==> src/hdl/prti_pkg.sv <==
// ----------------------------------------------------------------------------
// prti_pkg
// Shared types, character codes and arithmetic helpers for the prefixed
// radix text to integer converter.
// ----------------------------------------------------------------------------
package prti_pkg;

   localparam int VALUE_WIDTH = 64;

   typedef logic [VALUE_WIDTH-1:0] value_type;

   localparam logic [7:0] CHAR_X     = 8'h78;
   localparam logic [7:0] CHAR_B     = 8'h62;
   localparam logic [7:0] CHAR_MINUS = 8'h2D;
   localparam logic [7:0] CHAR_ZERO  = 8'h30;
   localparam logic [7:0] CHAR_NINE  = 8'h39;
   localparam logic [7:0] CHAR_UPPER_A = 8'h41;
   localparam logic [7:0] CHAR_UPPER_Z = 8'h5A;
   localparam logic [7:0] UPPER_OFFSET = 8'd55;
   localparam logic [7:0] LOWER_OFFSET = 8'd87;

   localparam logic [4:0] RADIX_BIN = 5'd2;
   localparam logic [4:0] RADIX_DEC = 5'd10;
   localparam logic [4:0] RADIX_HEX = 5'd16;

   typedef enum logic [1:0] {
      PHASE_FIRST,
      PHASE_SECOND,
      PHASE_SIGN,
      PHASE_DIGITS
   } phase_type;

   typedef struct packed {
      logic [7:0] char_code;
      logic       is_final;
   } req_type;

   typedef struct packed {
      logic signed [63:0] parsed_value;
      logic [4:0]         base_used;
   } rsp_type;

   typedef struct packed {
      phase_type  phase;
      logic [7:0] held;
      logic [4:0] radix;
      logic       negate;
      value_type  acc;
   } parse_state_type;

   typedef struct packed {
      logic       emit;
      logic [4:0] radix;
      logic       negate;
      value_type  raw;
   } parse_result_type;

   localparam parse_state_type RESET_STATE = '{
      phase:  PHASE_FIRST,
      held:   8'd0,
      radix:  RADIX_DEC,
      negate: 1'b0,
      acc:    '0
   };

   // The digit is taken without validation and may be negative; it is
   // sign-extended to the value width so the sum wraps at that width.
   function automatic value_type digit_of(input logic [7:0] c);
      logic [7:0]        offset;
      logic signed [8:0] d;
      begin
         if (c >= CHAR_ZERO && c <= CHAR_NINE) begin
            offset = CHAR_ZERO;
         end else if (c >= CHAR_UPPER_A && c <= CHAR_UPPER_Z) begin
            offset = UPPER_OFFSET;
         end else begin
            offset = LOWER_OFFSET;
         end
         d = $signed({1'b0, c}) - $signed({1'b0, offset});
         return value_type'(d);
      end
   endfunction

   function automatic value_type times_radix(input value_type v, input logic [4:0] radix);
      begin
         case (radix)
            RADIX_HEX: return v << 4;
            RADIX_BIN: return v << 1;
            default:   return (v << 3) + (v << 1);
         endcase
      end
   endfunction

endpackage

==> src/hdl/prti_step.sv <==
// ----------------------------------------------------------------------------
// prti_step
// Next-state logic for one character: prefix detection, sign capture and
// the shift-and-add accumulate step.
// ----------------------------------------------------------------------------
module prti_step
   import prti_pkg::*;
(
   input  parse_state_type  state,
   input  logic [7:0]       char_code,
   input  logic             is_final,
   output parse_state_type  state_next,
   output parse_result_type result
);

   value_type       digit;
   value_type       held_digit;
   value_type       scaled;
   logic            is_minus;
   logic            held_minus;
   phase_type       phase_next;
   parse_state_type work;

   assign digit      = digit_of(char_code);
   assign held_digit = digit_of(state.held);
   assign scaled     = times_radix(state.acc, state.radix);
   assign is_minus   = (char_code == CHAR_MINUS);
   assign held_minus = (state.held == CHAR_MINUS);

   always_comb begin
      case (state.phase)
         PHASE_FIRST:  phase_next = PHASE_SECOND;
         PHASE_SECOND: begin
            if (char_code == CHAR_X || char_code == CHAR_B) begin
               phase_next = PHASE_SIGN;
            end else begin
               phase_next = PHASE_DIGITS;
            end
         end
         default:      phase_next = PHASE_DIGITS;
      endcase
   end

   always_comb begin
      work       = state;
      work.phase = phase_next;
      case (state.phase)
         PHASE_FIRST: begin
            work.held   = char_code;
            work.radix  = RADIX_DEC;
            work.negate = is_minus;
            work.acc    = is_minus ? '0 : digit;
         end
         PHASE_SECOND: begin
            if (char_code == CHAR_X) begin
               work.radix  = RADIX_HEX;
               work.negate = 1'b0;
               work.acc    = '0;
            end else if (char_code == CHAR_B) begin
               work.radix  = RADIX_BIN;
               work.negate = 1'b0;
               work.acc    = '0;
            end else begin
               work.radix  = RADIX_DEC;
               work.negate = held_minus;
               work.acc    = held_minus ? digit : times_radix(held_digit, RADIX_DEC) + digit;
            end
         end
         PHASE_SIGN: begin
            if (is_minus) begin
               work.negate = 1'b1;
            end else begin
               work.acc = digit;
            end
         end
         default: begin
            work.acc = scaled + digit;
         end
      endcase

      result.emit   = is_final;
      result.radix  = work.radix;
      result.negate = work.negate;
      result.raw    = work.acc;
      state_next    = is_final ? RESET_STATE : work;
   end

endmodule

==> src/hdl/prefixed_radix_text_to_integer.sv <==
// ----------------------------------------------------------------------------
// prefixed_radix_text_to_integer
// Converts a stream of ASCII characters into a signed integer, with an
// optional 0x or 0b style radix prefix and a leading minus sign.
// ----------------------------------------------------------------------------
// The block takes one character beat per cycle while not stalled and returns
// one result beat for each string, through the input and result registers.
// The rate is set by the accumulate step, a combinational shift-and-add of
// the accumulator by the radix plus the digit. Non-final characters keep
// flowing while a result waits on a stalled output; a final character waits
// only while the result register holds a result that the output stalls.
module prefixed_radix_text_to_integer
   import prti_pkg::*;
(
   input  logic    clock,
   input  logic    reset,
   input  logic    req_valid,
   output logic    req_stall,
   input  req_type req_payload,
   output logic    rsp_valid,
   input  logic    rsp_stall,
   output rsp_type rsp_payload
);

   logic             in_valid_ff;
   logic             in_valid_in;
   req_type          in_data_ff;
   logic             advance;
   parse_state_type  state_ff;
   parse_state_type  state_in;
   parse_state_type  state_next;
   parse_result_type result;
   logic             out_valid_ff;
   logic             out_valid_in;
   parse_result_type out_data_ff;
   value_type        signed_value;

   prti_step u_step (
      .state      (state_ff),
      .char_code  (in_data_ff.char_code),
      .is_final   (in_data_ff.is_final),
      .state_next (state_next),
      .result     (result)
   );

   assign advance   = in_valid_ff && (!in_data_ff.is_final || !out_valid_ff || !rsp_stall);
   assign req_stall = in_valid_ff && !advance;

   assign in_valid_in  = req_valid || (in_valid_ff && !advance);
   assign state_in     = advance ? state_next : state_ff;
   assign out_valid_in = (advance && result.emit) || (out_valid_ff && rsp_stall);

   always_ff @(posedge clock) begin
      if (reset) begin
         in_valid_ff  <= 1'b0;
         out_valid_ff <= 1'b0;
         state_ff     <= RESET_STATE;
      end else begin
         in_valid_ff  <= in_valid_in;
         out_valid_ff <= out_valid_in;
         state_ff     <= state_in;
      end
   end

   always_ff @(posedge clock) begin
      if (!req_stall) begin
         in_data_ff <= req_payload;
      end
      if (advance && result.emit) begin
         out_data_ff <= result;
      end
   end

   assign signed_value = out_data_ff.negate ? (value_type'(0) - out_data_ff.raw)
                                             : out_data_ff.raw;

   assign rsp_valid                = out_valid_ff;
   assign rsp_payload.parsed_value = 64'($signed(signed_value));
   assign rsp_payload.base_used    = out_data_ff.radix;

`ifndef SYNTHESIS
   a_stall_needs_item: assert property (@(posedge clock) disable iff (reset)
      req_stall |-> in_valid_ff)
      else $error("Input stalled with an empty input register.");

   a_final_fills_result: assert property (@(posedge clock) disable iff (reset)
      (advance && in_data_ff.is_final) |=> out_valid_ff)
      else $error("Final character did not produce a result beat.");

   a_result_held: assert property (@(posedge clock) disable iff (reset)
      (out_valid_ff && rsp_stall) |=> (out_valid_ff && $stable(out_data_ff)))
      else $error("Stalled result beat was lost or changed.");

   a_final_clears_state: assert property (@(posedge clock) disable iff (reset)
      (advance && in_data_ff.is_final) |=> (state_ff == RESET_STATE))
      else $error("Parser state not cleared after a final character.");
`endif

endmodule

==> config.mk <==
export PLATFORM = sky130hd
export DESIGN_NAME = prefixed_radix_text_to_integer
export DESIGN_NICKNAME = d
export VERILOG_FILES = /design/src/hdl/prti_pkg.sv /design/src/hdl/prti_step.sv /design/src/hdl/prefixed_radix_text_to_integer.sv
export SDC_FILE = /design/constraint.sdc
export NUM_CORES = 1
export LEC_CHECK = 0
export CORE_UTILIZATION = 60
export DETAILED_ROUTE_END_ITERATION = 16
export DONT_BUFFER_PORTS = 1
export PLACE_DENSITY = 0.75
export RECOVER_POWER = 25
export SLEW_MARGIN = 20
export SYNTH_ARGS = -nofsm -noshare
export SYNTH_HDL_FRONTEND = slang
export SYNTH_SLANG_ARGS = --single-unit
==> constraint.sdc <==
create_clock -name clock -period 7 [get_ports clock]
set_clock_uncertainty 0.05 [all_clocks]
set_input_delay 1.4 -clock clock [delete_from_list [all_inputs] [get_ports clock]]
set_output_delay 1.4 -clock clock [all_outputs]
set_load 0.1 [all_outputs]
==> metrics.txt, run 1 <==
Hold Violations, Final=0; Startpoint Class=flop; DP Wirelength=between 40,000 and 50,000 um; Synth Register Bits=roughly 160; Inserted Clock Buffers=17; total power=between 3000 and 4000 uW; Clock Latency Late Sink=470 ps; Die Height=around 170 um; # rows=62; Hold Startpoint=state_ff[63]; Slew Viols, Final=33; non-filler cells, final=2,608; pin count of the biggest net entering global routing=52; Setup WS pre-CTS=between 150 and 200 ps; most frequent cells in the layout=nand2_1 (232), a21oi_1 (231), o21ai_0 (174); CP cell instances=ha_1 > and4_1 > nand2_1 > a211oi_2 > o21ai_1 > a211oi_1 > o21ai_0 > o31ai_1 > a2111oi_1 > o31ai_1 > nand4b_1 > o211ai_1 > ha_1 > a21oi_1 > o21ai_1 > a21oi_1 > o21bai_1 > a21o_1 > a221o_1 > a311o_1 > a221oi_1 > xor2_1 > a22oi_1 > a22o_1; flop2flop setup slack=roughly 250 ps; post-synthesis sequential area ratio=between 20 and 25%; RR Startpoint=state_ff[9]; Post-Syn Instances=between 2,000 and 2,500; commonest non-fill, non-tap cell in the layout=nand2_1; max cap viols=1; final setup TNS=0 ps; GR Util All Layers=about two fifths; die area=slightly above 30,000 sq um; final setup fails=0; Ys Warns=0; grt ovf=0; Core Area=about 29,000 sq um; Nets=approximately 2,400; CTS clk-pin slew, worst paths=80 ps; H-tree levels=4; Async SR Flop Fraction=0%; WL/cell=around 23 um; routed wire length=between 60,000 and 70,000 um; Vias=18,100; Max Buffers Root-to-Sink=2; Tcrit/Tclk final=between 90% and 100%; vias per inst=around 7.0; maximum vdd drop=roughly 0.00017 V; Synth Cell Area=approximately 18,000 sq um; GPL Wtd Cong=a little over 1; die width=around 170 um; fillers=around 2,400; number of global-route vias before repair=~17,000; worst setup margin=roughly 250 ps; CP required=7300 ps; Hold Path Cell Cnt=1; Multi-input gate area=about 14,000 sq um; Slew headroom=-103%; Hold Path Sink=state_ff[63]; worst hold path type=flop to flop; failing checks=capacitance limit, slew limit; # IOs=84; first-pass GRT wire length=between 90,000 and 100,000 um; status=complete, but fails checks; # DRC=0; CTS tree=built; initial DRC count=2,302; Slowest-stage cell, CP=o31ai_1; Initial Util=roughly three fifths; R2R depth=24; drt first pass iters=8; # placed instances=between 2,000 and 3,000; reg2reg end=state_ff[61]; Top FF cell, synth=dfxtp_1; diodes inserted=0; PD cells=roughly 170 nW/um^2; Post-synth EDFFs=79; crit path DAT=a little over 7000 ps; Layout area overhead=11.4%; Largest stage delay, worst path=slightly above 500 ps; Routed Antenna Nets=0; Reg area=approximately 4000 sq um; net count after synthesis=roughly 2,400; crit path buf inv count=0; CP Max Fanout=6; Fmax=between 100 and 150 MHz; CP Capture Type=flop; min Tclk post-route=6750 ps; actual slew at the worst max-slew pin=3040 ps; crit path kind=flop to flop; delay-heaviest family, CP=compound AO/OA/AOI/OAI gates; Sink Count=161; layout cells sized above 1=9.31%; initial antenna violation count=0; CTS Root Cell=clkbuf_16; Hold-fix buffers, CTS=0; Cell variety after synth=73; final core occ=roughly two thirds; port bufs=0; Synth Area per Inst=~7.9 sq um; Leak=~0.0081 uW
[cell families (layout without fill, tap and decap cells)]
| family | count (synthesis) | after routing | synth area share (%) |
|---|---|---|---|
| DFF | 161 | 161 | 22.6 |
| buffers and inverters | 201 | 174 | 4.38 |
| AOI/OAI and AO/OA | 871 | 871 | 32.1 |
| adders and majority gates | 182 | 182 | 14.1 |
| xor gates and xnor gates | 197 | 197 | 9.71 |
| muxes | 10 | 10 | 0.570 |
| and+or+nand+nor | 629 | 629 | 16.6 |
[per-stage QoR]
step	hold WS, ps	area [sq um]
2_1_floorplan	396	17800
4_1_cts	444	19800
3_5_place_dp	426	19200
3_3_place_gp	417	18800
6_report	447	19800
5_1_grt	453	19800
[worst max-delay path by stage]
stage | from | depth (start not counted) | slack [ps] | end
after floorplan | in_data_ff[5] | 21 | 390 | out_data_ff[62]
after CTS | state_ff[9] | 24 | 130 | state_ff[61]
after detailed placement | state_ff[9] | 24 | 170 | state_ff[61]
after global placement | state_ff[9] | 24 | 290 | state_ff[61]
final | state_ff[9] | 24 | 250 | state_ff[61]
after global routing | state_ff[2] | 26 | -20 | out_data_ff[62]
[Yosys cell counts (all sizes together), types with 29 or more instances]
cell    instances  area share (%)
a221oi         31             1.5
a22oi          96             4.1
edfxtp         79              13
a21o           78             3.3
fa             30             3.4
inv            71             1.5
nor3           35             1.0
xnor2         135             6.7
nand3          35            0.99
dfxtp          82             9.2
nand4          30             1.1
xor2           62             3.1
nor2          151             3.2
o31ai          31             1.4
clkbuf        115             2.4
ha            152              11
o21ai         186             5.2
a21oi         234             6.6
o21bai         29             1.2
nand2         232             4.9
a22o           41             2.0
[state kept, by name, summed over array words and instances (netlist names)]
signal       count
rsp_valid        1
in_data_ff       9
rsp_payload      5
in_valid_ff      1
state_ff        80
out_data_ff     65
[layer usage]
metal,global-route usage [%],routed length [um]
met5,0,0
met4,16.5,2330
met3,7.66,6080
met2,61.3,26700
met1,55.3,25900
[worst register-to-register path: stages, from the launching register on]
cell and delay (ps):
dfxtp_1 400, ha_1 420, and4_1 250, nand2_1 90, a211oi_2 420, o21ai_1 220, a211oi_1 370, o21ai_0 280
o31ai_1 510, a2111oi_1 200, o31ai_1 460, nand4b_1 150, o211ai_1 170, ha_1 290, a21oi_1 210, o21ai_1 120
a21oi_1 160, o21bai_1 70, a21o_1 170, a221o_1 400, a311o_1 370, a221oi_1 330, xor2_1 190, a22oi_1 100
a22o_1 240
[final cells by class]
cell class / count / share of cell area (%)
flip-flops and latches: 161 / 20.3
clock inverters: 15 / 0.935
repair buffers: 71 / 2.75
inverters: 71 / 1.35
multi-input cells: 1889 / 70.1
clock buffers: 17 / 2.15
well taps: 384 / 2.43
[report_power, final]
part / leakage [uW] / internal (uW) / switching (uW)
clock network: 0.000297 / 543 / 467
logic: 0.00638 / 407 / 783
registers: 0.00141 / 1040 / 69.0
[what timing repair did]
item / in CTS / in global routing
setup endpoints to repair: 0 / 25
buffers inserted: 0 / 1
resized for setup: 0 / 12
Note: power is estimated with default switching activity, not from simulation.
==> run 2, diff against run 1 <==
- SETUP_SLACK_MARGIN: not set -> 0.3
- SLEW_MARGIN: 20 -> not set
==> run 2 against run 1 <==
  * The run still ends with capacitance limit, slew limit left
  * Maximum frequency rose by 4.7%
  * Non-clock buffer count grew 3
  * Sequential share of layout area rose by 0.30 points
  * Clock power is 4% lower
  * Design area is 1.4% lower
  * Total power shrank 1.1%
  * First-iteration DRC count shrank 2.7%
  * Core utilization decreased by 0.97 points
  * Critical path type unchanged
  * Largest cell class unchanged
==> metrics.txt, run 2 (same netlist as run 1, synthesis figures left out) <==
CP Capture Type=flop; # placed instances=approximately 2,600; Die Height=approximately 170 um; port bufs=0; global routing's busiest layer=met2; pin count of the biggest net entering global routing=52; CTS tree=built; initial DRC count=2,240; Core Area=~29,000 sq um; # IOs=84; Largest stage delay, worst path=560 ps; Tcrit/Tclk final=between 90% and 100%; Hold Violations, Final=0; Most flops, register=state_ff; # rows=62; final setup fails=0; max cap viols=3; Multi-input gate area=13,600 sq um; drt first pass iters=7; actual slew at the worst max-slew pin=slightly above 3000 ps; GPL Wtd Cong=a little over 1; met2 Use GR=roughly 61%; non-filler cells, final=2,611; Routed Antenna Nets=0; CTS clk-pin slew, worst paths=around 80 ps; Clock Latency Late Sink=between 400 and 500 ps; number of global-route vias before repair=~17,000; die area=a little over 30,000 sq um; CP Max Fanout=6; Layout area overhead=9.85%; Slowest-stage cell, CP=o21ai_0; max reg flops=80; DP Wirelength=around 46,000 um; RSZ-0062 raised after global routing=yes; Vias=18,300; initial antenna violation count=0; H-tree levels=4; Fmax=155 MHz; total power=between 3000 and 4000 uW; Startpoint Class=flop; PD cells=167 nW/um^2; GR Util All Layers=about 40%; die width=174 um; layout cells sized above 1=under 10%; flop2flop setup slack=550 ps; most frequent cells in the layout=nand2_1 (232), a21oi_1 (229), o21ai_0 (171); Clk network pwr share=about 30%; WL/cell=between 20 and 25 um; fillers=2,435; crit path DAT=around 6600 ps; vias per inst=approximately 7; Slew Viols, Final=between 100 and 150; sw power=about 1300 uW; Initial Util=about three fifths; Slew headroom=-104%; Inserted Clock Buffers=17; diodes inserted=0; Sink Count=about 160; Switching Share=41.2%; CTS Root Cell=clkbuf_16; Reg area=~4000 sq um; failing checks=capacitance limit, slew limit; crit path kind=flop to flop; largest registers=state_ff x80, out_data_ff x65, in_data_ff x9; commonest non-fill, non-tap cell in the layout=nand2_1; crit path buf inv count=0; Nets=2,409; min Tclk post-route=6450 ps; routed wire length=a little over 60,000 um; CP cell instances=ha_1 > a211o_1 > o21ai_0 > nor2_1 > a21o_1 > a21oi_1 > nor2b_1 > o21a_1 > nor2_1 > xor2_1 > o21ai_0 > ha_2 > nand2_1 > a311oi_2 > a21oi_1 > o31a_1 > a31o_1 > o41a_1 > o41a_1 > o31ai_4 > mux2i_1 > o21ai_1 > and2_1; CP required=7180 ps; Max Buffers Root-to-Sink=2; Comb power frac=between 30% and 40%; worst hold path type=flop to flop; met1 Use GR=about 56%; first-pass GRT wire length=95,800 um; # DRC=0; delay-heaviest family, CP=compound AO/OA/AOI/OAI gates; Hold-fix buffers, CTS=0; Leak=slightly above 0.008 uW; status=complete, but fails checks; final setup TNS=0 ps; maximum vdd drop=0.000166 V; met3 usage=7.37%; grt ovf=0; Internal Power=just under 2000 uW; Sequential Power Share=about a third
[run 2: cell count changes in the layout (fill, tap and decap cells not counted), sizes merged]
cell and delta:
buf +1, bufinv -2, clkbuf +2, clkinv +3
inv -1
[run 2: worst register-to-register path, cell delays in order, from the launching register on]
cell      delay, ps
dfxtp_1         520
ha_1            380
a211o_1         360
o21ai_0         560
nor2_1          170
a21o_1          220
a21oi_1         230
nor2b_1          90
o21a_1          170
nor2_1          100
xor2_1          160
o21ai_0         100
ha_2            420
nand2_1         140
a311oi_2        270
a21oi_1         110
o31a_1          240
a31o_1          260
o41a_1          400
o41a_1          430
o31ai_4         300
mux2i_1         230
o21ai_1         100
and2_1          200
[run 2: worst paths after layout]
kind                     end         start  depth (start not counted)
min             state_ff[67]  state_ff[67]                          1
max          out_data_ff[62]  state_ff[13]                         23
max reg2reg  out_data_ff[62]  state_ff[13]                         23
min reg2reg     state_ff[67]  state_ff[67]                          1
[run 2: metrics by stage]
stage | utilization (%) | cell area [sq um] | setup WS [ps] | hold slack [ps]
finish | 67.5 | 19500 | 554 | 442
global route | 67.5 | 19500 | 132 | 466
CTS | 67.0 | 19400 | 377 | 437
detailed placement | 64.9 | 18800 | 103 | 418
global placement | 64.9 | 18800 | 290 | 417
floorplan | - | 17800 | 392 | 396
[run 2: power groups by stage]
stage	clock [uW]	sequential [uW]	combinational, uW
after floorplan	0	1090	864
after global placement	0	1120	1120
after detailed placement	0	1120	1140
after CTS	968	1100	1150
after global routing	1000	1100	1290
final	969	1100	1200
[run 2: cell type report]
cell class,count,area share (%)
flip-flops and latches,161,20.6
clock buffers,17,2.18
inverters,71,1.36
clock inverters,15,0.846
well taps,384,2.46
multi-input cells,1889,69.7
repair buffers,74,2.87
[run 2: timing repair]
item	in CTS	in global routing
pin swaps	0	3
gates resized for setup	3	31
endpoints found under the setup margin	5	64
setup buffers	0	4
gates cloned	0	0
[run 2: routing by layer]
metal / share of wire (%) / up-vias
met5: 0 / -
met2: 43 / 1045
met1: 43 / 8732
li1: - / 8334
met3: 9.8 / 164
met4: 3.8 / 0
